==> src/rtl/assert_macros.svh <==
// assertion helpers, compiled out for synthesis
`ifndef ASSERT_MACROS_SVH
`define ASSERT_MACROS_SVH
`ifndef SYNTHESIS
`define UPG_ASSERT(label, clk, rst, prop) \
   label: assert property (@(posedge clk) disable iff (rst) (prop)) \
      else $error("assertion failed");
`define UPG_ASSERT_IMPL(label, clk, rst, ante, cons) \
   label: assert property (@(posedge clk) disable iff (rst) (ante) |=> (cons)) \
      else $error("assertion failed");
`else
`define UPG_ASSERT(label, clk, rst, prop)
`define UPG_ASSERT_IMPL(label, clk, rst, ante, cons)
`endif
`endif

==> src/rtl/upg_pkg.sv <==
`timescale 1ns / 1ps
package upg_pkg;

   localparam int MAX_PAYLOAD = 2048;
   localparam int MAX_GROUP   = 16;
   localparam int ADDR_W      = $clog2(MAX_PAYLOAD);
   localparam int HDR_BYTES   = 24;
   localparam int Q_DEPTH     = 4;
   localparam int Q_PTR_W     = $clog2(Q_DEPTH);

   typedef enum logic [1:0] {
      OP_MEDIA = 2'd0,
      OP_BUILD = 2'd1,
      OP_PULL  = 2'd2,
      OP_NOP   = 2'd3
   } op_type;

   typedef enum logic [1:0] {
      KIND_NONE    = 2'd0,
      KIND_ABANDON = 2'd1,
      KIND_READY   = 2'd2,
      KIND_BYTE    = 2'd3
   } kind_type;

   typedef enum logic [1:0] {
      CSR_GROUP_SIZE = 2'd0,
      CSR_MEDIA_SSRC = 2'd1,
      CSR_FEC_PT     = 2'd2
   } csr_type;

   typedef enum logic [1:0] {
      CMD_WRITE  = 2'd0,
      CMD_READ   = 2'd1,
      CMD_RESULT = 2'd2
   } cmd_op_type;

   typedef struct packed {
      logic [1:0]  opcode;
      logic [7:0]  data_byte;
      logic        last_byte;
      logic [31:0] fec_timestamp;
   } req_type;

   typedef struct packed {
      logic [1:0]  out_kind;
      logic [7:0]  out_byte;
      logic        end_of_packet;
      logic [11:0] packet_length;
   } rsp_type;

   // one job from the parser to the store side
   typedef struct packed {
      cmd_op_type        op;
      logic [ADDR_W-1:0] addr;
      logic [7:0]        data;
      logic              xor_en;
      logic [1:0]        kind;
      logic              eop;
      logic [11:0]       len;
   } cmd_type;

endpackage

==> src/rtl/upg_cmd_queue.sv <==
`timescale 1ns / 1ps
`include "assert_macros.svh"
module upg_cmd_queue (
   input  logic             clock,
   input  logic             reset,
   input  logic             push,
   input  upg_pkg::cmd_type push_data,
   input  logic             pop,
   output logic             full,
   output logic             empty,
   output upg_pkg::cmd_type head
);
   import upg_pkg::*;

   cmd_type              slot_ff [Q_DEPTH];
   logic [Q_PTR_W-1:0]   wr_ptr_ff, rd_ptr_ff;
   logic [Q_PTR_W:0]     count_ff;
   logic                 do_push, do_pop;

   assign full    = (count_ff == (Q_PTR_W+1)'(Q_DEPTH));
   assign empty   = (count_ff == '0);
   assign head    = slot_ff[rd_ptr_ff];
   assign do_push = push && !full;
   assign do_pop  = pop && !empty;

   // entry storage
   always_ff @(posedge clock) begin
      if (do_push) slot_ff[wr_ptr_ff] <= push_data;
   end

   // pointers and fill level
   always_ff @(posedge clock) begin
      if (reset) begin
         wr_ptr_ff <= '0;
         rd_ptr_ff <= '0;
         count_ff  <= '0;
      end else begin
         if (do_push) wr_ptr_ff <= wr_ptr_ff + 1'b1;
         if (do_pop)  rd_ptr_ff <= rd_ptr_ff + 1'b1;
         count_ff <= count_ff + (Q_PTR_W+1)'(do_push) - (Q_PTR_W+1)'(do_pop);
      end
   end

   `UPG_ASSERT(a_q_level, clock, reset, count_ff <= (Q_PTR_W+1)'(Q_DEPTH))
   `UPG_ASSERT(a_q_ptrs, clock, reset, (count_ff == '0 || count_ff == (Q_PTR_W+1)'(Q_DEPTH)) == (wr_ptr_ff == rd_ptr_ff))

endmodule

==> config.mk <==
export PLATFORM = sky130hd
export DESIGN_NAME = upg_cmd_queue
export DESIGN_NICKNAME = d
export VERILOG_FILES = /design/src/rtl/upg_pkg.sv /design/src/rtl/upg_cmd_queue.sv
export VERILOG_INCLUDE_DIRS = /design/src /design/src/rtl
export SDC_FILE = /design/constraint.sdc
export NUM_CORES = 1
export LEC_CHECK = 0
export ABC_AREA = 0
export BUFFER_PORTS_ARGS = -buffer_cell sky130_fd_sc_hd__buf_2
export CAP_MARGIN = 25
export CORE_MARGIN = 5
export CORE_UTILIZATION = 35
export DETAILED_ROUTE_END_ITERATION = 8
export MAX_ROUTING_LAYER = met4
export PLACE_DENSITY_LB_ADDON = 0.15
export SETUP_SLACK_MARGIN = 0.15
export SLEW_MARGIN = 30
export SYNTH_ARGS = -nofsm -noshare
export SYNTH_HDL_FRONTEND = slang
export SYNTH_SLANG_ARGS = --single-unit
==> constraint.sdc <==
create_clock -name clock -period 2.83 [get_ports clock]
set_input_delay 0.283 -clock clock [delete_from_list [all_inputs] [get_ports clock]]
set_output_delay 0.283 -clock clock [all_outputs]
set_load 0.05 [all_outputs]
Yosys cells after proc, flatten, opt, wreduce, memory -nomap -nowiden
Memory sizes are Yosys's and may differ from the RTL's. A register that Yosys moved wholly into a read port is not among the register bits.
Index checks and enable logic that the tools add are counted.
{ "totals": {"ramBits": 148, "out_inout_bits": 39, "inputBits": 41, "memories": 1, "regBits": 7} }
{ "op_classes": {"n_mux": 4, "add_sub_neg": 4, "reduce_logical": 5, "n_eq_ne": 1} }
{ "memory_table": {"columns": ["memory", "words", "width", "rd", "rd_ports_with_merged_regs", "write_ports", "line", "text"], "rows": [
  ["slot_ff", 4, 37, 1, 1, 1, "upg_cmd_queue.sv:15", "cmd_type slot_ff [Q_DEPTH];"]
]} }
{ "op_table": {"columns": ["cell", "count"], "rows": [
  ["$add 2x1->2 const B", 2],
  ["$mux 2", 2],
  ["$add 3x1->3", 1],
  ["$eq 3x3->1 const B", 1],
  ["$logic_not 3->1", 1],
  ["$sub 3x1->3", 1],
  ["$logic_and 1x1->1", 2],
  ["$logic_not 1->1", 2],
  ["$mux 1", 2]
]} }

Logic depth before layout (Yosys ltp)
Gate-level depths: netlist of run 1.
{ "logic_depth": {"ltp_word": 5, "depth_mapped": 10, "ltp_nobuf": 10} }

Worst setup path before layout of run 1
No wires, ideal clock.
{ "synth_timing": {"path_type": "register to register", "startpoint": "register count_ff[2]", "endpoint": "register count_ff[2]", "t_required_ns": 2.705, "period_less_slack_ns": 2.530, "path_stages_with_launch": 11, "n_path_buf": 0, "slack_ns": 0.300, "t_arrival_ns": 2.406, "cell_sequence": "dfxtp_1 nor3b_2 nor2_2 inv_1 ha_1 inv_1 ha_1 fa_1 xnor2_1 xnor2_1 nor2_1"} }
{ "synth_between": {"elab_chain_cells": 5, "elab_cells_between_ends": 8, "classes_between": "add/sub: 2; eq/ne: 1; reduce/logical: 5"} }
{ "synth_rtl": {"columns": ["item", "line", "text"], "rows": [
  ["from (decl)", "upg_cmd_queue.sv:17", "logic [Q_PTR_W:0] count_ff;"],
  ["from (signal assigned)", "upg_cmd_queue.sv:40", "count_ff <= count_ff + (Q_PTR_W+1)'(do_push) - (Q_PTR_W+1)'(do_pop);"],
  ["$eq 3x3->1", "upg_cmd_queue.sv:20", "assign full = (count_ff == (Q_PTR_W+1)'(Q_DEPTH));"],
  ["net full", "upg_cmd_queue.sv:9", "output logic full,"],
  ["$logic_not 1->1", "upg_cmd_queue.sv:23", "assign do_push = push && !full;"],
  ["$logic_and 1x1->1", "upg_cmd_queue.sv:23", null],
  ["$add 3x1->3", "upg_cmd_queue.sv:40", null],
  ["$sub 3x1->3", "upg_cmd_queue.sv:40", null]
]} }
The timed path passes the listed nets, and every way through them passes these cells.
A chain may end at the register's enable or synchronous reset.

==> qor.csv, run 1 <==
stage,metric,value,unit
global_routing,antenna_violations_before_repair,1,
die,die-height,139.6,um
flow_run,timing.max_cap.violations,0,
global_routing,grt_max_degree,38,
global_routing,grt_pass1_wl,16460,um
worst_setup_path,worst_r2r_startpoint,count_ff[1]$_SDFF_PP0_,
die,initial_core_util,35.58,%
die,top_level_i_o_count,80,
logic_synthesis,syn_area,0.005879,mm^2
sta,final_period_minus_worst_setup_slack,2334,ps
final_layout,finalNetCount,389,
sta,hold_violations,0,
detailed_routing,wl,10690,um
logic_synthesis,ys_seq_area_share,78.66,%
cts,cts.sinks,157,
pwr,leakagePower,2.444,nW
sta,setup_violations,0,
logic_synthesis,ys_types,27,
detailed_routing,detail-route-antenna-nets,0,
final_layout,layout_commonest_cell,sky130_fd_sc_hd__edfxtp_1,
worst_setup_path,nature_of_the_critical_path_endpoint,primary output,
cts,clock_path_buffers,2,
global_routing,grt_pass1_vias,2827,
final_layout,postLayoutCoreUtil,43.24,%
final_layout,final_cell_area,0.007146,mm^2
cts,clock_latency,410,ps
logic_synthesis,synth_area_per_cell,24.10,um^2
logic_synthesis,synth-seq-cells,157,
final_layout,final_cells,572,
global_routing,grt.total_usage,11.81,%
detailed_routing,num_vias,2640,
status,status,completed,
logic_synthesis,netlist.top_cell.by_area,sky130_fd_sc_hd__edfxtp_1,
worst_setup_path,cp_data_arrival_time,2050,ps
cts,postCtsHoldBufs,0,
sta,fmax,428.5,MHz
die,placeableCoreArea,0.01652,mm^2
sta,worst_slew_pin_slew,622.0,ps
worst_setup_path,setup.worst_path.end,head[33],
die,core.rowCount,47,
cts,cts_repair_resize_count,0,
cts,clockRootBuffer,sky130_fd_sc_hd__clkbuf_16,
logic_synthesis,synth_nets,292,
sta,tns,0,ps
detailed_routing,drt-initial-drc-count,162,
worst_setup_path,critical_path.max_fanout,13,
worst_setup_path,reg2reg_slack,670,ps
logic_synthesis,synth_area_leaders,"sky130_fd_sc_hd__edfxtp_1 (76%), sky130_fd_sc_hd__mux4_2 (11%), sky130_fd_sc_hd__mux4_1 (3.1%)",
pwr,powerDensity,1017,mW/mm^2
final_layout,post_route_cells_drive_above_1_share,43.02,%
cts,cts_tree,yes,
cts,clkTransAtPathRegs,60,ps
worst_setup_path,critPathRequiredTime,2550,ps
worst_setup_path,r2r-end,count_ff[2]$_SDFF_PP0_,
final_layout,layout_common_cells,"sky130_fd_sc_hd__edfxtp_1 (148), sky130_fd_sc_hd__buf_2 (79), sky130_fd_sc_hd__mux4_2 (30)",
place,pre_cts_slack,655.5,ps
cts,cts_setup_buffers,0,
sta,clock-skew-final,7.341,ps
detailed_routing,routed_wire_length_per_instance,18.68,um
place,detailed_place.area,0.006560,mm^2
place,cell_total_after_placement,542,
place,port-buffer-count,79,
worst_setup_path,reg2regPathDepth,10,
sta,rsz0062_at_grt,no,
cts,cts-buffers-inserted,17,
logic_synthesis,yosys_warnings,0,
pwr,ir_worst_vdd,438.3,uV
sta,final_min_period_over_clock_period,82.46,%
die,dieArea,0.01949,mm^2
final_layout,syn_to_final_growth,21.54,%
die,fp.dieW,139.6,um
sta,slew_viol_final,0,
hold_path,min-delay-path-class,primary input to flip-flop,
worst_setup_path,timing_worst_setup_path_type,flip-flop to primary output,
global_routing,grt-ovfl-total,0,
sta,worst_slack,496.3,ps
sta,slew_headroom,58.53,%
cts,clock_tree.htree_level_count,4,
detailed_routing,drc,0,
detailed_routing,detailedRoute.firstPassIterationCount,4,
logic_synthesis,post-synth-top-area-fraction,75.59,%
logic_synthesis,post_synth_inst_count,244,
worst_setup_path,start_kind,flip-flop,
place,hpwl,6470,um
place,globalplace.congestion,0.6868,
detailed_routing,avgViaCountPerCell,4.615,
worst min path at each step:
stage	start	end	slack (ps)	depth (start not counted)
finish	push_data[30]	slot_ff[0][30]$_DFFE_PP_	90	1
global route	push_data[27]	slot_ff[0][27]$_DFFE_PP_	70	1
CTS	push_data[7]	slot_ff[1][7]$_DFFE_PP_	70	1
detailed placement	rd_ptr_ff[1]$_SDFFE_PP0P_	flip-flop	480	2
global placement	rd_ptr_ff[1]$_SDFFE_PP0P_	flip-flop	480	2
floorplan	push_data[0]	slot_ff[0][0]$_DFFE_PP_	380	0
synth_stat cells, drive strengths merged:
| master | instances |
|---|---|
| buf | 7 |
| or3 | 2 |
| nand2 | 1 |
| mux4 | 37 |
| a21oi | 2 |
| inv | 8 |
| clkbuf | 2 |
| xor2 | 1 |
| edfxtp | 148 |
| ha | 6 |
| nor3b | 1 |
| nor2 | 4 |
| o31ai | 1 |
| nand2b | 2 |
| mux2i | 1 |
| nor2b | 2 |
| dfxtp | 9 |
| o21ai | 2 |
| fa | 1 |
| xnor2 | 2 |
| and2 | 4 |
| nor3 | 1 |
report_power, final:
| part | internal (mW) | switching (mW) |
|---|---|---|
| combinational | 0.672 | 1.43 |
| sequential | 2.80 | 0.109 |
| clock | 1.45 | 0.810 |
| total | 4.92 | 2.35 |
metrics by stage:
step	hold WS, ps	total power [mW]
floorplan	381.9	4.639
global placement	476.3	5.091
detailed placement	475.8	5.099
CTS	68.18	7.384
global route	66.81	7.591
finish	88.95	7.268
state kept, by name, summed over array words and instances, names as in the netlist, named ones only:
register	cells
rd_ptr_ff	2
count_ff	3
wr_ptr_ff	2
slot_ff	148
critical path, stage by stage (launching register included):
cell	delay, ps
sky130_fd_sc_hd__dfxtp_2	480
sky130_fd_sc_hd__buf_4	340
sky130_fd_sc_hd__mux4_1	580
sky130_fd_sc_hd__buf_2	230
cells by family (layout without fill, tap and decap cells):
kind of cell | Yosys count | count (layout) | share of synthesized area (%)
flops | 157 | 157 | 78.65
mux | 38 | 38 | 14.79
simple gates | 17 | 17 | 1.809
buf+inv | 17 | 124 | 2.128
fa+ha+maj | 7 | 7 | 1.617
compound gates | 5 | 5 | 0.5533
xor+xnor | 3 | 3 | 0.4470
other cells | 0 | 1 | 0
area by class of cell:
class / count / area, um^2
diodes: 1 / 2.502
multi-input cells: 70 / 1135
fillers: 1432 / 9379
repair buffers: 87 / 493.0
clock buffers: 20 / 436.7
flip-flops and latches: 157 / 4627
well taps: 220 / 275.3
clock inverters: 9 / 146.4
inverters: 8 / 30.03
layer usage:
metal  track usage (%)  wire (um)  up-vias
li1                  -          -     1209
met1             15.20       4839     1346
met2             17.33       5115       75
met3             4.837        616       10
met4             3.519        116        0
met5                 -          0        -
No activity file was read; power rests on OpenSTA's default activity.
==> run 2, diff against run 1 <==
Clock period 2.83 ns to 2.2 ns, I/O delays scaled along.
==> run 2 against run 1 <==
  * Largest power group unchanged
  * Combinational power is 42% higher
  * Worst hold slack worse by 68 ps
  * Highest routed layer unchanged
  * Critical path depth stayed put
  * Die area stayed put
  * Core utilization is 1.5 points higher
  * Power is 32% higher
==> qor.csv, run 2 (same netlist as run 1, synthesis figures left out) <==
stage,metric,value,unit
die,placeableCoreArea,0.01652,mm^2
global_routing,grt_pass1_vias,2953,
global_routing,grt.total_usage,12.27,%
cts,clock_path_buffers,2,
worst_setup_path,critical_path.max_fanout,13,
worst_setup_path,critPathRequiredTime,1980,ps
worst_setup_path,r2r-end,count_ff[2]$_SDFF_PP0_,
final_layout,final_cells,591,
detailed_routing,num_vias,2709,
hold_path,min_delay_worst_endpoint,slot_ff[1][22]$_DFFE_PP_,
global_routing,grt_max_degree,23,
die,initial_core_util,35.58,%
place,pre_cts_slack,130.6,ps
detailed_routing,drc,0,
worst_setup_path,start_kind,flip-flop,
detailed_routing,drt-initial-drc-count,201,
worst_setup_path,cp_data_arrival_time,1830,ps
detailed_routing,routed_wire_length_per_instance,18.70,um
sta,hold_violations,0,
worst_setup_path,reg2regPathDepth,9,
cts,clockRootBuffer,sky130_fd_sc_hd__clkbuf_16,
sta,fmax,488.8,MHz
cts,clock_latency,410,ps
status,status,completed,
global_routing,grt_pass1_wl,17060,um
cts,cts_tree,yes,
place,port-buffer-count,79,
place,detailed_place.area,0.006625,mm^2
detailed_routing,detailedRoute.firstPassIterationCount,4,
sta,tns,0,ps
worst_setup_path,reg2reg_slack,250,ps
final_layout,post_route_cells_drive_above_1_share,46.22,%
detailed_routing,wl,11050,um
pwr,leakagePower,2.541,nW
sta,rsz0062_at_grt,yes,
place,cell_total_after_placement,547,
cts,clock_tree.htree_level_count,4,
cts,cts.sinks,157,
flow_run,timing.max_cap.violations,0,
sta,setup_violations,0,
hold_path,worstHoldStart,push_data[22],
global_routing,antenna_violations_before_repair,1,
place,globalplace.congestion,0.7029,
cts,cts-buffers-inserted,17,
sta,final.hold.worst_slack,21.23,ps
worst_setup_path,timing_worst_setup_path_type,flip-flop to primary output,
hold_path,worstHoldPathCells,1,
sta,final_min_period_over_clock_period,92.99,%
worst_setup_path,nature_of_the_critical_path_endpoint,primary output,
sta,slew_headroom,75.36,%
die,fp.dieW,139.6,um
pwr,powerDensity,1295,mW/mm^2
final_layout,layout_commonest_cell,sky130_fd_sc_hd__edfxtp_1,
sta,slew_viol_final,0,
detailed_routing,avgViaCountPerCell,4.584,
final_layout,n_fill_cell,1429,
die,top_level_i_o_count,80,
global_routing,grt-ovfl-total,0,
final_layout,syn_to_final_growth,25.77,%
sta,worst_slew_pin_slew,369.6,ps
die,dieArea,0.01949,mm^2
cts,clkTransAtPathRegs,60,ps
final_layout,largest_reg_flops,148,
hold_path,min-delay-path-class,primary input to flip-flop,
final_layout,reg.largest.list,"slot_ff: 148 flops, count_ff: 3 flops",
sta,worst_slack,154.3,ps
sta,clock-skew-final,9.457,ps
die,die-height,139.6,um
final_layout,finalNetCount,406,
die,core.rowCount,47,
pwr,total_power,9.573,mW
worst_setup_path,worst_r2r_startpoint,count_ff[2]$_SDFF_PP0_,
final_layout,registers.top_by_ff_count,slot_ff,
detailed_routing,detail-route-antenna-nets,0,
final_layout,postLayoutCoreUtil,44.75,%
place,hpwl,6713,um
final_layout,final_cell_area,0.007395,mm^2
pwr,ir_worst_vdd,552.4,uV
final_layout,layout_common_cells,"sky130_fd_sc_hd__edfxtp_1 (148), sky130_fd_sc_hd__buf_2 (66), sky130_fd_sc_hd__mux4_2 (33)",
sta,final_period_minus_worst_setup_slack,2046,ps
-- run 2: cell count changes in the layout (fill, tap and decap cells not counted), sizes merged --
cell | previous run | this run
dlygate4sd3 | 0 | 10
buf | 87 | 93
inv | 8 | 9
clkinv | 5 | 6
clkinvlp | 0 | 2
bufinv | 4 | 3
-- run 2: power by group --
group | switching (mW) | internal [mW]
registers | 0.130 | 3.61
logic | 1.90 | 1.08
clock network | 1.09 | 1.77
-- run 2: worst max path at each step --
stage / from / end / slack, ps / cells after the start
6_report: flip-flop / head[36] / 150 / 3
5_1_grt: flip-flop / head[0] / 80 / 3
3_3_place_gp: count_ff[1]$_SDFF_PP0_ / count_ff[2]$_SDFF_PP0_ / 160 / 9
2_1_floorplan: count_ff[2]$_SDFF_PP0_ / count_ff[2]$_SDFF_PP0_ / -60 / 10
3_5_place_dp: count_ff[1]$_SDFF_PP0_ / count_ff[2]$_SDFF_PP0_ / 130 / 9
4_1_cts: flip-flop / head[0] / 60 / 3
-- run 2: final cells by class --
| type | instances | area [um^2] | share of cell area, % |
|---|---|---|---|
| Sequential cell | 157 | 4638 | 62.72 |
| Clock inverter | 12 | 146.4 | 1.980 |
| Antenna cell | 1 | 2.502 | 0.03384 |
| Inverter | 8 | 30.03 | 0.4061 |
| Clock buffer | 19 | 432.9 | 5.854 |
| Timing Repair Buffer | 104 | 718.2 | 9.712 |
| Tap cell | 220 | 275.3 | 3.723 |
| Multi-Input combinational cell | 70 | 1151 | 15.57 |
-- run 2: per-layer routing --
metal	vias to the layer above	routed length, um	GRT usage, %
li1	1245	-	-
met1	1395	4668	14.57
met2	62	5804	19.64
met3	7	486	4.357
met4	0	91	4.131
met5	-	0	-
-- run 2: timing repair --
item	CTS	global route
hold endpoints to repair	32	0
gates resized for setup	13	15
pin swaps	1	5
buffers inserted	0	1
endpoints found under the setup margin	24	28
gates cloned	1	0
hold buffers	10	0
-- run 2: worst max-delay path: stages (launching register included) --
cell                      delay [ps]
sky130_fd_sc_hd__dfxtp_4         430
sky130_fd_sc_hd__buf_16          180
sky130_fd_sc_hd__mux4_1          580
sky130_fd_sc_hd__buf_4           210
