[src/rtl/assert_macros.svh]
// assertion helpers, compiled out for synthesis
`ifndef ASSERT_MACROS_SVH
`define ASSERT_MACROS_SVH
`ifndef SYNTHESIS
`define UPG_ASSERT(label, clk, rst, prop) \
   label: assert property (@(posedge clk) disable iff (rst) (prop)) \
      else $error("assertion failed");
`define UPG_ASSERT_IMPL(label, clk, rst, ante, cons) \
   label: assert property (@(posedge clk) disable iff (rst) (ante) |=> (cons)) \
      else $error("assertion failed");
`else
`define UPG_ASSERT(label, clk, rst, prop)
`define UPG_ASSERT_IMPL(label, clk, rst, ante, cons)
`endif
`endif

[src/rtl/upg_pkg.sv]
`timescale 1ns / 1ps
package upg_pkg;

   localparam int MAX_PAYLOAD = 2048;
   localparam int MAX_GROUP   = 16;
   localparam int ADDR_W      = $clog2(MAX_PAYLOAD);
   localparam int HDR_BYTES   = 24;
   localparam int Q_DEPTH     = 4;
   localparam int Q_PTR_W     = $clog2(Q_DEPTH);

   typedef enum logic [1:0] {
      OP_MEDIA = 2'd0,
      OP_BUILD = 2'd1,
      OP_PULL  = 2'd2,
      OP_NOP   = 2'd3
   } op_type;

   typedef enum logic [1:0] {
      KIND_NONE    = 2'd0,
      KIND_ABANDON = 2'd1,
      KIND_READY   = 2'd2,
      KIND_BYTE    = 2'd3
   } kind_type;

   typedef enum logic [1:0] {
      CSR_GROUP_SIZE = 2'd0,
      CSR_MEDIA_SSRC = 2'd1,
      CSR_FEC_PT     = 2'd2
   } csr_type;

   typedef enum logic [1:0] {
      CMD_WRITE  = 2'd0,
      CMD_READ   = 2'd1,
      CMD_RESULT = 2'd2
   } cmd_op_type;

   typedef struct packed {
      logic [1:0]  opcode;
      logic [7:0]  data_byte;
      logic        last_byte;
      logic [31:0] fec_timestamp;
   } req_type;

   typedef struct packed {
      logic [1:0]  out_kind;
      logic [7:0]  out_byte;
      logic        end_of_packet;
      logic [11:0] packet_length;
   } rsp_type;

   // one job from the parser to the store side
   typedef struct packed {
      cmd_op_type        op;
      logic [ADDR_W-1:0] addr;
      logic [7:0]        data;
      logic              xor_en;
      logic [1:0]        kind;
      logic              eop;
      logic [11:0]       len;
   } cmd_type;

endpackage

[src/rtl/upg_front.sv]
`timescale 1ns / 1ps
module upg_front (
   input  logic              clock,
   input  logic              reset,
   input  logic              accept,
   input  upg_pkg::req_type  req_data,
   input  logic              csr_wr_en,
   input  logic [1:0]        csr_index,
   input  logic [31:0]       csr_wdata,
   output logic              cmd_push,
   output upg_pkg::cmd_type  cmd
);
   import upg_pkg::*;

   logic [4:0]  group_size_ff;
   logic [31:0] media_ssrc_ff;
   logic [6:0]  fec_pt_ff;

   logic [11:0] parity_length_ff, parity_length_in;
   logic [15:0] byte_position_ff, byte_position_in;
   logic [15:0] header_length_ff, header_length_in;
   logic [15:0] seq_ff, seq_in;
   logic [31:0] ts_ff, ts_in;
   logic        mk_ff, mk_in;
   logic        packet_valid_ff, packet_valid_in;
   logic [4:0]  members_ff, members_in;
   logic [15:0] base_seq_ff, base_seq_in;
   logic [15:0] mask_ff, mask_in;
   logic [31:0] ts_par_ff, ts_par_in;
   logic [15:0] len_par_ff, len_par_in;
   logic [15:0] prev_seq_ff, prev_seq_in;
   logic        prev_mk_ff, prev_mk_in;
   logic        contig_ff, contig_in;
   logic        ready_ff, ready_in;
   logic [15:0] parity_seq_ff, parity_seq_in;
   logic [11:0] ro_pos_ff, ro_pos_in;
   logic        ro_active_ff, ro_active_in;
   logic [31:0] ro_ts_ff, ro_ts_in;
   logic [6:0]  ext_base_ff, ext_base_in;
   logic        has_ext_ff, has_ext_in;
   logic        too_big_ff, too_big_in;
   logic        overlong_ff, overlong_in;
   logic [7:0]  ext_hi_ff, ext_hi_in;

   logic [15:0] pos;
   logic [7:0]  b;
   logic        pv;
   logic [15:0] idx;
   logic [18:0] hsum;
   logic [16:0] size;
   logic        acc;
   logic [4:0]  g;
   logic [4:0]  m;
   logic [15:0] off;
   logic [12:0] total;
   logic [15:0] fec_seq;
   logic [31:0] fec_ssrc;

   // parity packet header byte at a given position
   function automatic logic [7:0] hdr_byte(input logic [4:0] p);
      logic [7:0] mkb;
      mkb = {prev_mk_ff, 7'd0};
      unique case (p)
         5'd0:    hdr_byte = 8'h80;
         5'd1:    hdr_byte = mkb | {1'b0, fec_pt_ff};
         5'd2:    hdr_byte = fec_seq[15:8];
         5'd3:    hdr_byte = fec_seq[7:0];
         5'd4:    hdr_byte = ro_ts_ff[31:24];
         5'd5:    hdr_byte = ro_ts_ff[23:16];
         5'd6:    hdr_byte = ro_ts_ff[15:8];
         5'd7:    hdr_byte = ro_ts_ff[7:0];
         5'd8:    hdr_byte = fec_ssrc[31:24];
         5'd9:    hdr_byte = fec_ssrc[23:16];
         5'd10:   hdr_byte = fec_ssrc[15:8];
         5'd11:   hdr_byte = fec_ssrc[7:0];
         5'd12:   hdr_byte = 8'h00;
         5'd13:   hdr_byte = mkb | 8'd96;
         5'd14:   hdr_byte = base_seq_ff[15:8];
         5'd15:   hdr_byte = base_seq_ff[7:0];
         5'd16:   hdr_byte = ts_par_ff[31:24];
         5'd17:   hdr_byte = ts_par_ff[23:16];
         5'd18:   hdr_byte = ts_par_ff[15:8];
         5'd19:   hdr_byte = ts_par_ff[7:0];
         5'd20:   hdr_byte = len_par_ff[15:8];
         5'd21:   hdr_byte = len_par_ff[7:0];
         5'd22:   hdr_byte = mask_ff[15:8];
         default: hdr_byte = mask_ff[7:0];
      endcase
   endfunction

   assign fec_seq  = parity_seq_ff - 16'd1;
   assign fec_ssrc = media_ssrc_ff + 32'd1;

   // configuration registers
   always_ff @(posedge clock) begin
      if (reset) begin
         group_size_ff <= 5'd4;
         media_ssrc_ff <= '0;
         fec_pt_ff     <= 7'h7f;
      end else if (csr_wr_en) begin
         unique case (csr_index)
            CSR_GROUP_SIZE: group_size_ff <= csr_wdata[4:0];
            CSR_MEDIA_SSRC: media_ssrc_ff <= csr_wdata;
            CSR_FEC_PT:     fec_pt_ff     <= csr_wdata[6:0];
            default:        ;
         endcase
      end
   end

   // parse, group accounting and readout sequencing
   always_comb begin
      parity_length_in = parity_length_ff;
      byte_position_in = byte_position_ff;
      header_length_in = header_length_ff;
      seq_in           = seq_ff;
      ts_in            = ts_ff;
      mk_in            = mk_ff;
      packet_valid_in  = packet_valid_ff;
      members_in       = members_ff;
      base_seq_in      = base_seq_ff;
      mask_in          = mask_ff;
      ts_par_in        = ts_par_ff;
      len_par_in       = len_par_ff;
      prev_seq_in      = prev_seq_ff;
      prev_mk_in       = prev_mk_ff;
      contig_in        = contig_ff;
      ready_in         = ready_ff;
      parity_seq_in    = parity_seq_ff;
      ro_pos_in        = ro_pos_ff;
      ro_active_in     = ro_active_ff;
      ro_ts_in         = ro_ts_ff;
      ext_base_in      = ext_base_ff;
      has_ext_in       = has_ext_ff;
      too_big_in       = too_big_ff;
      overlong_in      = overlong_ff;
      ext_hi_in        = ext_hi_ff;
      cmd_push         = 1'b0;
      cmd              = '0;
      cmd.op           = CMD_RESULT;
      pos   = byte_position_ff;
      b     = req_data.data_byte;
      pv    = 1'b0;
      idx   = pos - header_length_ff;
      hsum  = '0;
      size  = '0;
      acc   = 1'b0;
      g     = (group_size_ff > 5'(MAX_GROUP)) ? 5'(MAX_GROUP) : group_size_ff;
      m     = members_ff + 5'd1;
      off   = '0;
      total = 13'(HDR_BYTES) + {1'b0, parity_length_ff};
      if (accept) begin
         unique case (op_type'(req_data.opcode))
            OP_MEDIA: begin
               if (byte_position_ff == 16'hffff) begin
                  overlong_in = 1'b1;
               end else begin
                  if (pos == 16'd0) begin
                     pv = packet_valid_ff && (b[7:6] == 2'b10) && !ready_ff && !ro_active_ff;
                     packet_valid_in  = pv;
                     ext_base_in      = 7'd12 + {1'b0, b[3:0], 2'b00};
                     has_ext_in       = b[4];
                     header_length_in = 16'(ext_base_in) + (b[4] ? 16'd4 : 16'd0);
                     if (pv && members_ff == 5'd0) parity_length_in = '0;
                  end else begin
                     // fixed header fields
                     unique case (pos)
                        16'd1:   mk_in = b[7];
                        16'd2:   seq_in[15:8] = b;
                        16'd3:   seq_in[7:0] = b;
                        16'd4:   ts_in[31:24] = b;
                        16'd5:   ts_in[23:16] = b;
                        16'd6:   ts_in[15:8] = b;
                        16'd7:   ts_in[7:0] = b;
                        default: ;
                     endcase
                     // extension length, else payload
                     priority if (has_ext_ff && pos == 16'(ext_base_ff) + 16'd2) begin
                        ext_hi_in = b;
                     end else if (has_ext_ff && pos == 16'(ext_base_ff) + 16'd3) begin
                        hsum = 19'(ext_base_ff) + 19'd4 + {1'b0, ext_hi_ff, b, 2'b00};
                        header_length_in = (hsum > 19'hffff) ? 16'hffff : hsum[15:0];
                     end else if (packet_valid_ff && pos >= header_length_ff) begin
                        if (idx < 16'(MAX_PAYLOAD)) begin
                           cmd_push    = 1'b1;
                           cmd.op      = CMD_WRITE;
                           cmd.addr    = idx[ADDR_W-1:0];
                           cmd.data    = b;
                           cmd.xor_en  = idx < 16'(parity_length_ff);
                           if (idx + 16'd1 > 16'(parity_length_ff))
                              parity_length_in = 12'(idx + 16'd1);
                        end else begin
                           too_big_in = 1'b1;
                        end
                     end
                  end
                  byte_position_in = pos + 16'd1;
               end
               // end of media packet
               if (req_data.last_byte) begin
                  size = overlong_in ? 17'h10000 : {1'b0, byte_position_in};
                  acc  = packet_valid_in && (overlong_in || {1'b0, header_length_in} <= size);
                  if (acc) begin
                     if (members_ff == 5'd0) begin
                        base_seq_in = seq_in;
                        mask_in     = '0;
                        ts_par_in   = '0;
                        len_par_in  = '0;
                        contig_in   = 1'b1;
                     end else if (seq_in != prev_seq_ff + 16'd1) begin
                        contig_in = 1'b0;
                     end
                     off = seq_in - base_seq_in;
                     if (off < 16'd16) mask_in = mask_in | (16'h8000 >> off[3:0]);
                     else contig_in = 1'b0;
                     ts_par_in  = ts_par_in ^ ts_in;
                     len_par_in = len_par_in ^ 16'(size - {1'b0, header_length_in});
                     if (too_big_in || overlong_in) contig_in = 1'b0;
                     prev_seq_in = seq_in;
                     prev_mk_in  = mk_in;
                     if (m >= g) begin
                        ready_in   = 1'b1;
                        members_in = '0;
                     end else begin
                        members_in = m;
                     end
                  end
                  byte_position_in = '0;
                  header_length_in = 16'd12;
                  seq_in           = '0;
                  ts_in            = '0;
                  mk_in            = 1'b0;
                  packet_valid_in  = 1'b1;
                  ext_base_in      = 7'd12;
                  has_ext_in       = 1'b0;
                  too_big_in       = 1'b0;
                  overlong_in      = 1'b0;
                  ext_hi_in        = '0;
               end
            end
            OP_BUILD: begin
               cmd_push  = 1'b1;
               cmd.kind  = KIND_NONE;
               if (ready_ff) begin
                  ready_in = 1'b0;
                  if (!contig_ff) begin
                     parity_length_in = '0;
                     cmd.kind = KIND_ABANDON;
                  end else begin
                     parity_seq_in = parity_seq_ff + 16'd1;
                     ro_ts_in      = req_data.fec_timestamp;
                     ro_pos_in     = '0;
                     ro_active_in  = 1'b1;
                     cmd.kind      = KIND_READY;
                     cmd.len       = total[11:0];
                  end
               end
            end
            OP_PULL: begin
               cmd_push = 1'b1;
               cmd.kind = KIND_NONE;
               if (ro_active_ff) begin
                  cmd.kind = KIND_BYTE;
                  if (ro_pos_ff < 12'(HDR_BYTES)) begin
                     cmd.data = hdr_byte(ro_pos_ff[4:0]);
                  end else begin
                     cmd.op   = CMD_READ;
                     cmd.addr = ADDR_W'(ro_pos_ff - 12'(HDR_BYTES));
                  end
                  if ({1'b0, ro_pos_ff} + 13'd1 >= total) begin
                     cmd.eop          = 1'b1;
                     ro_active_in     = 1'b0;
                     ro_pos_in        = '0;
                     parity_length_in = '0;
                  end else begin
                     ro_pos_in = ro_pos_ff + 12'd1;
                  end
               end
            end
            default: ;
         endcase
      end
   end

   // state registers
   always_ff @(posedge clock) begin
      if (reset) begin
         parity_length_ff <= '0;
         byte_position_ff <= '0;
         header_length_ff <= 16'd12;
         seq_ff           <= '0;
         ts_ff            <= '0;
         mk_ff            <= 1'b0;
         packet_valid_ff  <= 1'b1;
         members_ff       <= '0;
         base_seq_ff      <= '0;
         mask_ff          <= '0;
         ts_par_ff        <= '0;
         len_par_ff       <= '0;
         prev_seq_ff      <= '0;
         prev_mk_ff       <= 1'b0;
         contig_ff        <= 1'b1;
         ready_ff         <= 1'b0;
         parity_seq_ff    <= '0;
         ro_pos_ff        <= '0;
         ro_active_ff     <= 1'b0;
         ro_ts_ff         <= '0;
         ext_base_ff      <= 7'd12;
         has_ext_ff       <= 1'b0;
         too_big_ff       <= 1'b0;
         overlong_ff      <= 1'b0;
         ext_hi_ff        <= '0;
      end else begin
         parity_length_ff <= parity_length_in;
         byte_position_ff <= byte_position_in;
         header_length_ff <= header_length_in;
         seq_ff           <= seq_in;
         ts_ff            <= ts_in;
         mk_ff            <= mk_in;
         packet_valid_ff  <= packet_valid_in;
         members_ff       <= members_in;
         base_seq_ff      <= base_seq_in;
         mask_ff          <= mask_in;
         ts_par_ff        <= ts_par_in;
         len_par_ff       <= len_par_in;
         prev_seq_ff      <= prev_seq_in;
         prev_mk_ff       <= prev_mk_in;
         contig_ff        <= contig_in;
         ready_ff         <= ready_in;
         parity_seq_ff    <= parity_seq_in;
         ro_pos_ff        <= ro_pos_in;
         ro_active_ff     <= ro_active_in;
         ro_ts_ff         <= ro_ts_in;
         ext_base_ff      <= ext_base_in;
         has_ext_ff       <= has_ext_in;
         too_big_ff       <= too_big_in;
         overlong_ff      <= overlong_in;
         ext_hi_ff        <= ext_hi_in;
      end
   end

endmodule

[config.mk]
export PLATFORM = sky130hd
export DESIGN_NAME = upg_front
export DESIGN_NICKNAME = d
export VERILOG_FILES = /design/src/rtl/assert_macros.svh /design/src/rtl/upg_pkg.sv /design/src/rtl/upg_front.sv
export SDC_FILE = /design/constraint.sdc
export NUM_CORES = 1
export LEC_CHECK = 0
export BUFFER_PORTS_ARGS = -buffer_cell sky130_fd_sc_hd__buf_4
export CORE_ASPECT_RATIO = 0.6
export CORE_UTILIZATION = 50
export CTS_BUF_LIST = sky130_fd_sc_hd__clkbuf_8
export DETAILED_ROUTE_END_ITERATION = 8
export PLACE_DENSITY = 0.77
export SYNTH_ARGS = -nofsm -noshare
export SYNTH_HDL_FRONTEND = slang
export SYNTH_SLANG_ARGS = --single-unit
[constraint.sdc]
create_clock -name clock -period 14.6 [get_ports clock]
set_input_delay 1.46 -clock clock [delete_from_list [all_inputs] [get_ports clock]]
set_output_delay 1.46 -clock clock [all_outputs]
set_load 0.01 [all_outputs]
==> Word-level counts from Yosys, hierarchy flattened <==
Cells that the tools add are included.
{ "op_classes": {"n_addsub": 20, "n_reduce_logical": 36, "shifts": 1, "n_lt_le_gt_ge": 11, "eq_ne": 56, "bitwise_logic": 4, "muxes": 146} }
{ "ops": {"columns": ["cell", "n"], "rows": [
  ["16-bit two-way mux", 33],
  ["32-bit two-way mux", 10],
  ["12-bit two-way mux", 19],
  ["8-bit case mux with 23 select lines", 1],
  ["22-bit two-way mux", 6],
  ["8-bit two-way mux", 11],
  ["16-bit by 1-bit adder with 16-bit output (second input constant)", 4],
  ["16-bit by 3-bit == test with 1-bit output (second input constant)", 4],
  ["16-bit subtractor", 3],
  ["1-bit two-way mux", 46],
  ["21-bit case mux with 2 select lines", 1],
  ["5-bit by 4-bit == test with 1-bit output (second input constant)", 8],
  ["37-bit two-way mux", 1],
  ["12-bit case mux with 3 select lines", 1],
  ["5-bit == test (second input constant)", 7],
  ["32-bit by 1-bit adder with 32-bit output (second input constant)", 1],
  ["16-bit by 2-bit == test with 1-bit output (second input constant)", 2],
  ["16-bit by 8-bit == test with 1-bit output", 2],
  ["32-bit XOR", 1],
  ["12-bit case mux with 2 select lines", 1],
  ["2-bit != test (second input constant)", 11],
  ["21-bit two-way mux", 1],
  ["7-bit two-way mux", 3],
  ["5-bit by 3-bit == test with 1-bit output (second input constant)", 4],
  ["other kinds (55)", 93]
]} }
{ "totals": {"in_bits": 81, "output_inout_bits": 38, "elab_cells": 302, "reg_bits": 321} }

==> Logic depth before layout (Yosys ltp) <==
Gate-level depths: netlist of the first run.
{ "logic_depth": {"ltp_word": 21, "mapped_depth": 30, "mapped_depth_nobuf": 28} }

==> Worst setup path before layout of the first run <==
No wires, ideal clock.
{ "synth_path": {"path_type": "input-to-reg", "start": "in req_data[33] (netlist name)", "end": "reg len_par_ff[15]", "setup_ns": 0.062, "n_path_buf": 1, "t_arrival_ns": 6.200, "stages": 28, "t_required_ns": 14.538, "setup_slack_ns": 8.338, "cell_sequence": "inv_1 -> ha_1 -> inv_1 -> ha_1 -> inv_1 -> fa_1 -> nor2b_1 -> o21ai_0 -> a21boi_0 -> o21ba_2 -> nand2b_1 -> mux2i_1 -> and3b_1 -> clkbuf_1 -> nor2_1 -> o21ai_0 -> inv_1 -> ha_1 -> nor2b_1 -> o21ai_0 -> a21boi_0 -> o31ai_1 -> a311oi_1 -> a211o_1 -> a21oi_1 -> xnor2_1 -> or4b_2 -> nand3_1"} }
{ "synth_between": {"elab_chain_cells": 13, "word_cells_on_any_way": 17, "cone_classes": "4 x add/sub; 2 x order compare; 7 x mux; 1 x bitwise; 3 x reduce/logical"} }
{ "synth_lines": {"columns": ["item", "line", "rtl"], "rows": [
  ["from (decl)", "upg_front.sv:6", "input upg_pkg::req_type req_data,"],
  ["8-bit by 18-bit adder with 19-bit output", "upg_front.sv:180", "hsum = 19'(ext_base_ff) + 19'd4 + {1'b0, ext_hi_ff, b, 2'b00};"],
  ["19-bit by 16-bit greater-than comparator with 1-bit output", "upg_front.sv:181", "header_length_in = (hsum > 19'hffff) ? 16'hffff : hsum[15:0];"],
  ["16-bit two-way mux", "upg_front.sv:181", null],
  ["16-bit two-way mux", "upg_front.sv:179", "end else if (has_ext_ff && pos == 16'(ext_base_ff) + 16'd3) begin"],
  ["16-bit two-way mux", "upg_front.sv:177", "priority if (has_ext_ff && pos == 16'(ext_base_ff) + 16'd2) begin"],
  ["16-bit two-way mux *", "upg_front.sv:157", "if (pos == 16'd0) begin"],
  ["16-bit two-way mux *", "upg_front.sv:154", "if (byte_position_ff == 16'hffff) begin"],
  ["16-bit two-way mux *", "upg_front.sv:152", "unique case (op_type'(req_data.opcode))"],
  ["16-bit two-way mux *", "upg_front.sv:151", "if (accept) begin"],
  ["16-bit by 17-bit <= comparator with 1-bit output", "upg_front.sv:201", "acc = packet_valid_in && (overlong_in || {1'b0, header_length_in} <= size);"],
  ["1-bit logical OR", "upg_front.sv:201", null],
  ["1-bit logical AND", "upg_front.sv:201", null],
  ["4-bit AND reduction (no source line)", null, null],
  ["to (signal assigned)", "upg_front.sv:324", "len_par_ff <= len_par_in;"],
  ["to (decl)", "upg_front.sv:30", "logic [15:0] len_par_ff, len_par_in;"]
]} }
Mark *: on every way between the ends. The rest lies on a longest branch, timed or not. The select of a mux whose other input is x is not followed.
A chain may end at the register's enable or synchronous reset.

==> Worst setup path after layout of the first run <==
{ "layout_path": {"start": "in req_data[33] (netlist name)", "end": "reg ts_par_ff[25]"} }
{ "layout_between": {"elab_chain_cells": 13, "word_cells_on_any_way": 15, "cone_classes": "3 x add/sub; 2 x order compare; 7 x mux; 3 x reduce/logical"} }
{ "layout_lines": {"columns": ["item", "line", "rtl"], "rows": [
  ["8-bit by 18-bit adder with 19-bit output", "upg_front.sv:180", null],
  ["19-bit by 16-bit greater-than comparator with 1-bit output", "upg_front.sv:181", null],
  ["16-bit two-way mux", "upg_front.sv:181", null],
  ["16-bit two-way mux", "upg_front.sv:179", null],
  ["16-bit two-way mux", "upg_front.sv:177", null],
  ["16-bit two-way mux *", "upg_front.sv:157", null],
  ["16-bit two-way mux *", "upg_front.sv:154", null],
  ["16-bit two-way mux *", "upg_front.sv:152", null],
  ["16-bit two-way mux *", "upg_front.sv:151", null],
  ["16-bit by 17-bit <= comparator with 1-bit output *", "upg_front.sv:201", null],
  ["1-bit logical OR *", "upg_front.sv:201", null],
  ["1-bit logical AND *", "upg_front.sv:201", null],
  ["4-bit AND reduction (no source line) *", null, null],
  ["to (signal assigned)", "upg_front.sv:323", "ts_par_ff <= ts_par_in;"],
  ["to (decl)", "upg_front.sv:29", "logic [31:0] ts_par_ff, ts_par_in;"]
]} }
Marks and branches as above.

==> results.py, run 1 <==
metrics = {
    "run": {
        "cap_violations": 0,
    },
    "run_status": {
        "status": "finished clean",
    },
    "critical_path": {
        "start_kind": "input port",
        "critPathMostFrequentCell": "o21ai_0",
        "r2r_slack_ps": 7490,
        "cpPeakStageDelay_ps": 720,
        "cpMaxStageDelayCell": "and3_2",
        "crit_start": "req_data[33]",
        "timing_worst_setup_path_type": "in -> reg",
        "regToRegStartpoint": "byte_position_ff[3]",
        "r2r-end": "mask_ff[5]",
        "crit_path_max_fanout": 62,
        "worstPathArrival_ps": 8140,
        "cpLargestDelayFamily": "compound AO/OA/AOI/OAI gates",
        "worst-r2r-cell-count": 17,
        "worstPathRequired_ps": 15080,
        "crit_buf_inv": 6,
        "worstSetupEndpointType": "flop",
    },
    "clock_network": {
        "postCtsSetupBuffers": 0,
        "tritoncts": "done",
        "clock-root-buffer": "clkbuf_8",
        "ctsLongestPathBuffers": 3,
        "cts.reportedPaths.clkPinSlew_ps": 70,
        "htree_num_levels": 2,
        "clock_sink_count": 319,
        "cts_hold_buf": 0,
        "worst_skew_pair.late_latency_ps": 640,
        "postCtsResizedCells": 0,
        "cts-buffers-inserted": 51,
    },
    "yosys": {
        "count_of_flip_flops_with_a_built_in_enable_after_synthesis": 0,
        "ys.warnings.count": 0,
        "mappedNetlistNets": 3097,
        "seq_area_frac_synth_pct": 29.6,
        "syn_avg_cell_area_um2": 7.51,
        "async_reset_ff_share_pct": 0,
        "yosys_register_bits": 319,
        "postSynth.topFlopCell": "dfxtp_1",
        "yosys.cell_types.count": 78,
        "mappedNetlistArea_mm2": 0.0216,
        "syn-instance-count": 2872,
    },
    "timing": {
        "min_period_over_period_pct": 52.4,
        "period_minus_slack_ps": 7650,
        "clock.fmax_mhz": 131,
        "report.final.slew_viol_count": 0,
        "maxSlewHeadroom_pct": 13.1,
        "final_tns_setup_ps": 0,
        "worst_margin_pin_slew_ps": 1300,
        "skew_ps": 18.5,
        "rsz0062_at_grt": "false",
        "fin_ws_ps": 6950,
        "holdWs_ps": 459,
        "final_hold_viol_count": 0,
        "setup_viols_final": 0,
    },
    "placed_design": {
        "place_worst_setup_slack_ps": 6540,
        "gp_congestion": 1.02,
        "dp_hpwl_um": 58700,
        "dpl_cell_area_mm2": 0.0227,
        "buffer_ports.inserted": 118,
    },
    "floorplanning": {
        "design.die.area_mm2": 0.0440,
        "fp.coreArea_mm2": 0.0422,
        "boundaryPins": 119,
        "start_util_pct": 51.1,
        "fp.dieH_um": 163,
        "die_width_um": 270,
        "fp-row-count": 58,
    },
    "global_routing": {
        "antenna_found_initial": 4,
        "grt.total_usage_pct": 34.8,
        "overflow": 0,
        "maximum_number_of_pins_on_one_net_before_global_route_repair": 221,
        "grt_pass1_wl_um": 119000,
        "via_count_of_the_first_global_routing_pass": 19993,
    },
    "finish": {
        "synthToLayoutAreaGrowth_pct": 11.3,
        "fillerInstances": 3935,
        "finalInstanceArea_mm2": 0.0240,
        "final_layout_size_suffix_gt1_share_pct": 9.87,
        "number_of_nets_at_the_end_of_the_flow": 3122,
    },
    "min_path": {
        "timing.hold.worst.class": "reg -> reg",
        "critical_hold_path_startpoint": "ro_ts_ff[12]",
        "holdPathStages": 2,
        "hold_end": "ro_ts_ff[12]",
    },
    "route": {
        "drt_first_iter_violations": 3175,
        "route.vias.total": 22368,
        "route.detailed.wl_per_inst_um": 22.7,
        "viasPerCell": 6.37,
        "drc": 0,
        "route.antenna.remaining_nets": 0,
        "dr.pass1.iters": 7,
        "drt_wl_total_um": 79900,
    },
    "pwr": {
        "power_density_mw_per_mm2": 83.5,
        "ir_worst_vdd_mv": 0.0945,
        "power.static_leakage_uw": 0.00948,
    },
}
==> cells in the mapped netlist (all sizes together), types with 22 or more instances <==
| cell type | n | area, um2 |
|---|---|---|
| mux2i | 22 | 233 |
| xnor2 | 99 | 867 |
| a211oi | 26 | 200 |
| nor2 | 321 | 1200 |
| dfxtp | 319 | 6390 |
| mux2 | 29 | 327 |
| ha | 140 | 1750 |
| nand2 | 371 | 1390 |
| inv | 127 | 477 |
| o21ai | 209 | 1050 |
| nor2b | 23 | 144 |
| and3 | 33 | 206 |
| nand3 | 91 | 468 |
| nor3 | 47 | 235 |
| clkbuf | 148 | 556 |
| nand4 | 31 | 194 |
| a21o | 22 | 165 |
| nand2b | 40 | 250 |
| a22oi | 126 | 946 |
| nand3b | 28 | 210 |
| a22o | 23 | 201 |
| a21oi | 214 | 1070 |
| xor2 | 71 | 622 |
==> state kept, by name, summed over array words and instances, names as in the netlist, 5 cells and up <==
register and flops:
seq_ff 16, fec_pt_ff 7, ts_ff 32, len_par_ff 16, ext_base_ff 5, parity_seq_ff 16
parity_length_ff 12, ro_ts_ff 32, group_size_ff 5, members_ff 5, base_seq_ff 16, media_ssrc_ff 32
header_length_ff 16, ro_pos_ff 12, prev_seq_ff 16, mask_ff 16, ext_hi_ff 8, ts_par_ff 32
byte_position_ff 16
==> logic make-up (layout without fill, tap and decap cells) <==
group / after synthesis / after routing / synth area share, %
flops: 319 / 319 / 29.6
xor+xnor: 170 / 170 / 6.90
fa+ha+maj: 144 / 144 / 8.49
simple gates: 1087 / 1087 / 23.4
mux: 51 / 51 / 2.59
compound gates: 803 / 803 / 23.7
buf+inv: 298 / 365 / 5.30
other cells: 0 / 4 / 0
==> cells in the final DEF (no fill, tap or decap), types with 25 or more instances in the layout <==
master,count
a22oi_1,126
and3_1,32
nor3_1,47
nand2_1,370
a21oi_1,213
o21ai_0,206
ha_1,140
nand4_1,31
clkbuf_8,70
buf_4,139
xnor2_1,99
nand2b_1,40
a211oi_1,25
nand3b_1,28
mux2_2,29
nand3_1,89
nor2_1,320
dfxtp_1,319
xor2_1,71
inv_1,139
==> worst reg2reg max path: cells and delay by family, from the launching register on <==
kind	cells	cell delay, ps
simple gates	7	3200
compound gates	8	2580
fa+ha+maj	2	740
flops	1	520
==> power by group <==
| group | internal, uW | leakage (uW) | switching (uW) | total (uW) |
|---|---|---|---|---|
| registers | 881 | 0.00257 | 15.8 | 897 |
| clock network | 539 | 0.000689 | 406 | 945 |
| logic | 57.7 | 0.00622 | 105 | 163 |
| total | 1480 | 0.00948 | 527 | 2000 |
==> final cells by class <==
cell class                 count  area, um2  share of cell area, %
tap                          570        713                   2.97
multi-input combinational   2255      14100                   58.6
antenna                        4       10.0                 0.0417
sequential                   319       6390                   26.6
clock inverter                25        294                   1.23
timing repair buffer         141       1080                   4.49
inverter                     129        484                   2.02
clock buffer                  70        963                   4.01
==> layer usage <==
| metal | vias up | part of all wire [%] | global-route usage [%] |
|---|---|---|---|
| met2 | 1304 | 38 | 46.9 |
| met5 | - | 0.060 | 0 |
| li1 | 10235 | - | - |
| met4 | 2 | 2.2 | 8.42 |
| met3 | 152 | 13 | 9.35 |
| met1 | 10675 | 46 | 53.3 |
==> metrics by stage <==
step | util [%] | power [uW] | instances
floorplan | - | 1010 | 2872
global placement | 53.8 | 1070 | 3414
detailed placement | 53.8 | 1070 | 3414
CTS | 56.8 | 2000 | 3509
global route | 56.8 | 2060 | 3511
finish | 56.8 | 2000 | 3513
==> worst max-delay path by stage <==
stage | to | slack, ps | cells after the start
5_1_grt | len_par_ff[12] | 6620 | 29
3_3_place_gp | ts_par_ff[7] | 6790 | 29
3_5_place_dp | ts_par_ff[25] | 6540 | 29
2_1_floorplan | len_par_ff[15] | 8340 | 28
4_1_cts | ts_par_ff[25] | 7150 | 29
6_report | ts_par_ff[25] | 6950 | 29
Power figures use the tool's default switching activity.
==> run 2: changes to the inputs <==
Settings changed: PLACE_DENSITY 0.77 to 0.8.
Clock period 14.6 ns to 6.9 ns, I/O delays scaled along.
==> run 2 against run 1 <==
Against the previous run:
- worst setup slack worse by 6600 ps
- clock power is 110% higher
- utilization is 0.095 points higher
- register-to-register slack worse by 7200 ps
- count of clock-buffer cells in the layout is 4 lower
- largest power group unchanged
- sequential share of layout area hardly changed
- critical path depth is 12 lower
- largest cell class unchanged
- final area is 0.17% higher
- non-clock buffer count is 13 higher
- via count is 0.76% higher
==> results.py, run 2 (synthesis gave the netlist of run 1 again) <==
metrics = {
    "critical_path": {
        "start_kind": "flop",
        "cpLargestDelayFamily": "simple AND/OR/NAND/NOR gates",
        "crit_start": "byte_position_ff[5]",
        "worstPathRequired_ps": 7510,
        "crit_buf_inv": 0,
        "cpMaxStageDelayCell": "nor4_1",
        "cp_cell_sequence": "or4_4 > nor4b_4 > nand3_4 > a21oi_1 > o21ai_0 > ha_1 > fa_1 > nor2b_1 > o2111ai_1 > a211o_1 > a31oi_1 > nand3_1 > a211o_1 > a31oi_1 > nand3_1 > nor4_1 > a32o_1",
        "crit_path_max_fanout": 9,
        "worstPathArrival_ps": 7170,
        "cpPeakStageDelay_ps": 760,
        "worstSetupEndpointType": "flop",
        "regToRegStartpoint": "byte_position_ff[5]",
        "timing_worst_setup_path_type": "reg -> reg",
    },
    "floorplanning": {
        "die_width_um": 270,
        "boundaryPins": 119,
        "fp-row-count": 58,
        "fp.coreArea_mm2": 0.0422,
        "design.die.area_mm2": 0.0440,
        "fp.dieH_um": 163,
        "start_util_pct": 51.1,
    },
    "clock_network": {
        "clock_sink_count": 319,
        "cts.reportedPaths.clkPinSlew_ps": 70,
        "postCtsSetupBuffers": 0,
        "htree_num_levels": 2,
        "ctsLongestPathBuffers": 3,
        "cts-buffers-inserted": 51,
        "tritoncts": "done",
        "clock-root-buffer": "clkbuf_8",
        "postCtsResizedCells": 0,
        "worst_skew_pair.late_latency_ps": 670,
        "cts_hold_buf": 0,
    },
    "global_routing": {
        "antenna_found_initial": 1,
        "overflow": 0,
        "via_count_of_the_first_global_routing_pass": 20558,
        "maximum_number_of_pins_on_one_net_before_global_route_repair": 204,
        "grt_pass1_wl_um": 119000,
        "grt.total_usage_pct": 34.6,
    },
    "timing": {
        "worst_margin_pin_slew_ps": 1320,
        "rsz0062_at_grt": "false",
        "maxSlewHeadroom_pct": 11.6,
        "period_minus_slack_ps": 6560,
        "report.final.slew_viol_count": 0,
        "skew_ps": 41.9,
        "min_period_over_period_pct": 95.1,
        "clock.fmax_mhz": 152,
        "setup_viols_final": 0,
        "fin_ws_ps": 337,
        "final_hold_viol_count": 0,
        "final_tns_setup_ps": 0,
    },
    "finish": {
        "final_cell_count_no_fill": 3521,
        "fillerInstances": 3917,
        "most-common-layout-cells": "nand2_1 (370), nor2_1 (320), dfxtp_1 (319), a21oi_1 (213), o21ai_0 (206)",
        "number_of_nets_at_the_end_of_the_flow": 3135,
        "layout.cells.most_common": "nand2_1",
        "antenna_cells_inserted": 0,
        "final_layout_size_suffix_gt1_share_pct": 10.1,
        "synthToLayoutAreaGrowth_pct": 11.4,
        "multi_input_area_mm2": 0.0141,
        "finalInstanceArea_mm2": 0.0240,
        "seqCellArea_mm2": 0.00639,
    },
    "route": {
        "route.detailed.wl_per_inst_um": 22.4,
        "drt_first_iter_violations": 3114,
        "route.antenna.remaining_nets": 0,
        "route.vias.total": 22537,
        "drc": 0,
        "drt_wl_total_um": 78900,
        "viasPerCell": 6.40,
        "dr.pass1.iters": 7,
    },
    "placed_design": {
        "dpl_cell_area_mm2": 0.0229,
        "gp_congestion": 1.08,
        "dp_hpwl_um": 58400,
        "placed_cells": 3427,
        "buffer_ports.inserted": 118,
        "place_worst_setup_slack_ps": 233,
    },
    "pwr": {
        "power_density_mw_per_mm2": 174,
        "ir_worst_vdd_mv": 0.152,
        "power.static_leakage_uw": 0.00953,
    },
    "min_path": {
        "critical_hold_path_startpoint": "csr_wdata[6]",
        "timing.hold.worst.class": "in -> reg",
    },
    "run": {
        "cap_violations": 0,
    },
    "run_status": {
        "status": "finished clean",
    },
}
==> run 2: cell types whose count changed in the layout (fill, tap and decap cells not counted) <==
cell	change
clkbuf_8	-3
diode_2	-4
buf_12	+2
buf_8	-1
buf_4	+11
bufinv_16	-1
inv_1	+5
clkinv_2	-1
==> run 2: layout make-up <==
class,count,share of cell area [%]
multi-input combinational,2255,58.5
sequential,319,26.6
timing repair buffer,154,4.99
clock buffer,66,3.78
tap,570,2.97
inverter,129,2.01
clock inverter,28,1.16
==> run 2: stage by stage <==
stage,hold WS [ps],util [%],total power [uW]
floorplan,431,-,2130
global placement,444,54.1,2260
detailed placement,448,54.1,2270
CTS,250,56.9,4160
global route,256,56.9,4280
finish,249,56.9,4170
==> run 2: metal layers <==
layer / vias to the layer above / track usage [%] / routed length [um]
met5: - / 1.97 / 118
met4: 2 / 9.50 / 2180
met3: 182 / 12.2 / 10700
met2: 1375 / 47.2 / 30500
met1: 10693 / 50.2 / 35400
li1: 10285 / - / -
==> run 2: worst paths after layout <==
path,end,slack (ps),cells past startpoint
hold / removal,fec_pt_ff[6],250,3
setup reg to reg,mask_ff[13],340,17
setup / recovery,mask_ff[13],340,17
hold reg to reg,ro_ts_ff[11],460,2
==> run 2: where the power goes <==
group,switching (uW),internal [uW]
registers,30.6,1860
logic,216,124
clock network,881,1060
==> run 2: worst min-delay path, delay by kind of cell <==
kind                   cells  cell delay [ps]
AND/OR/NAND/NOR            2              100
buffers and inverters      1               90
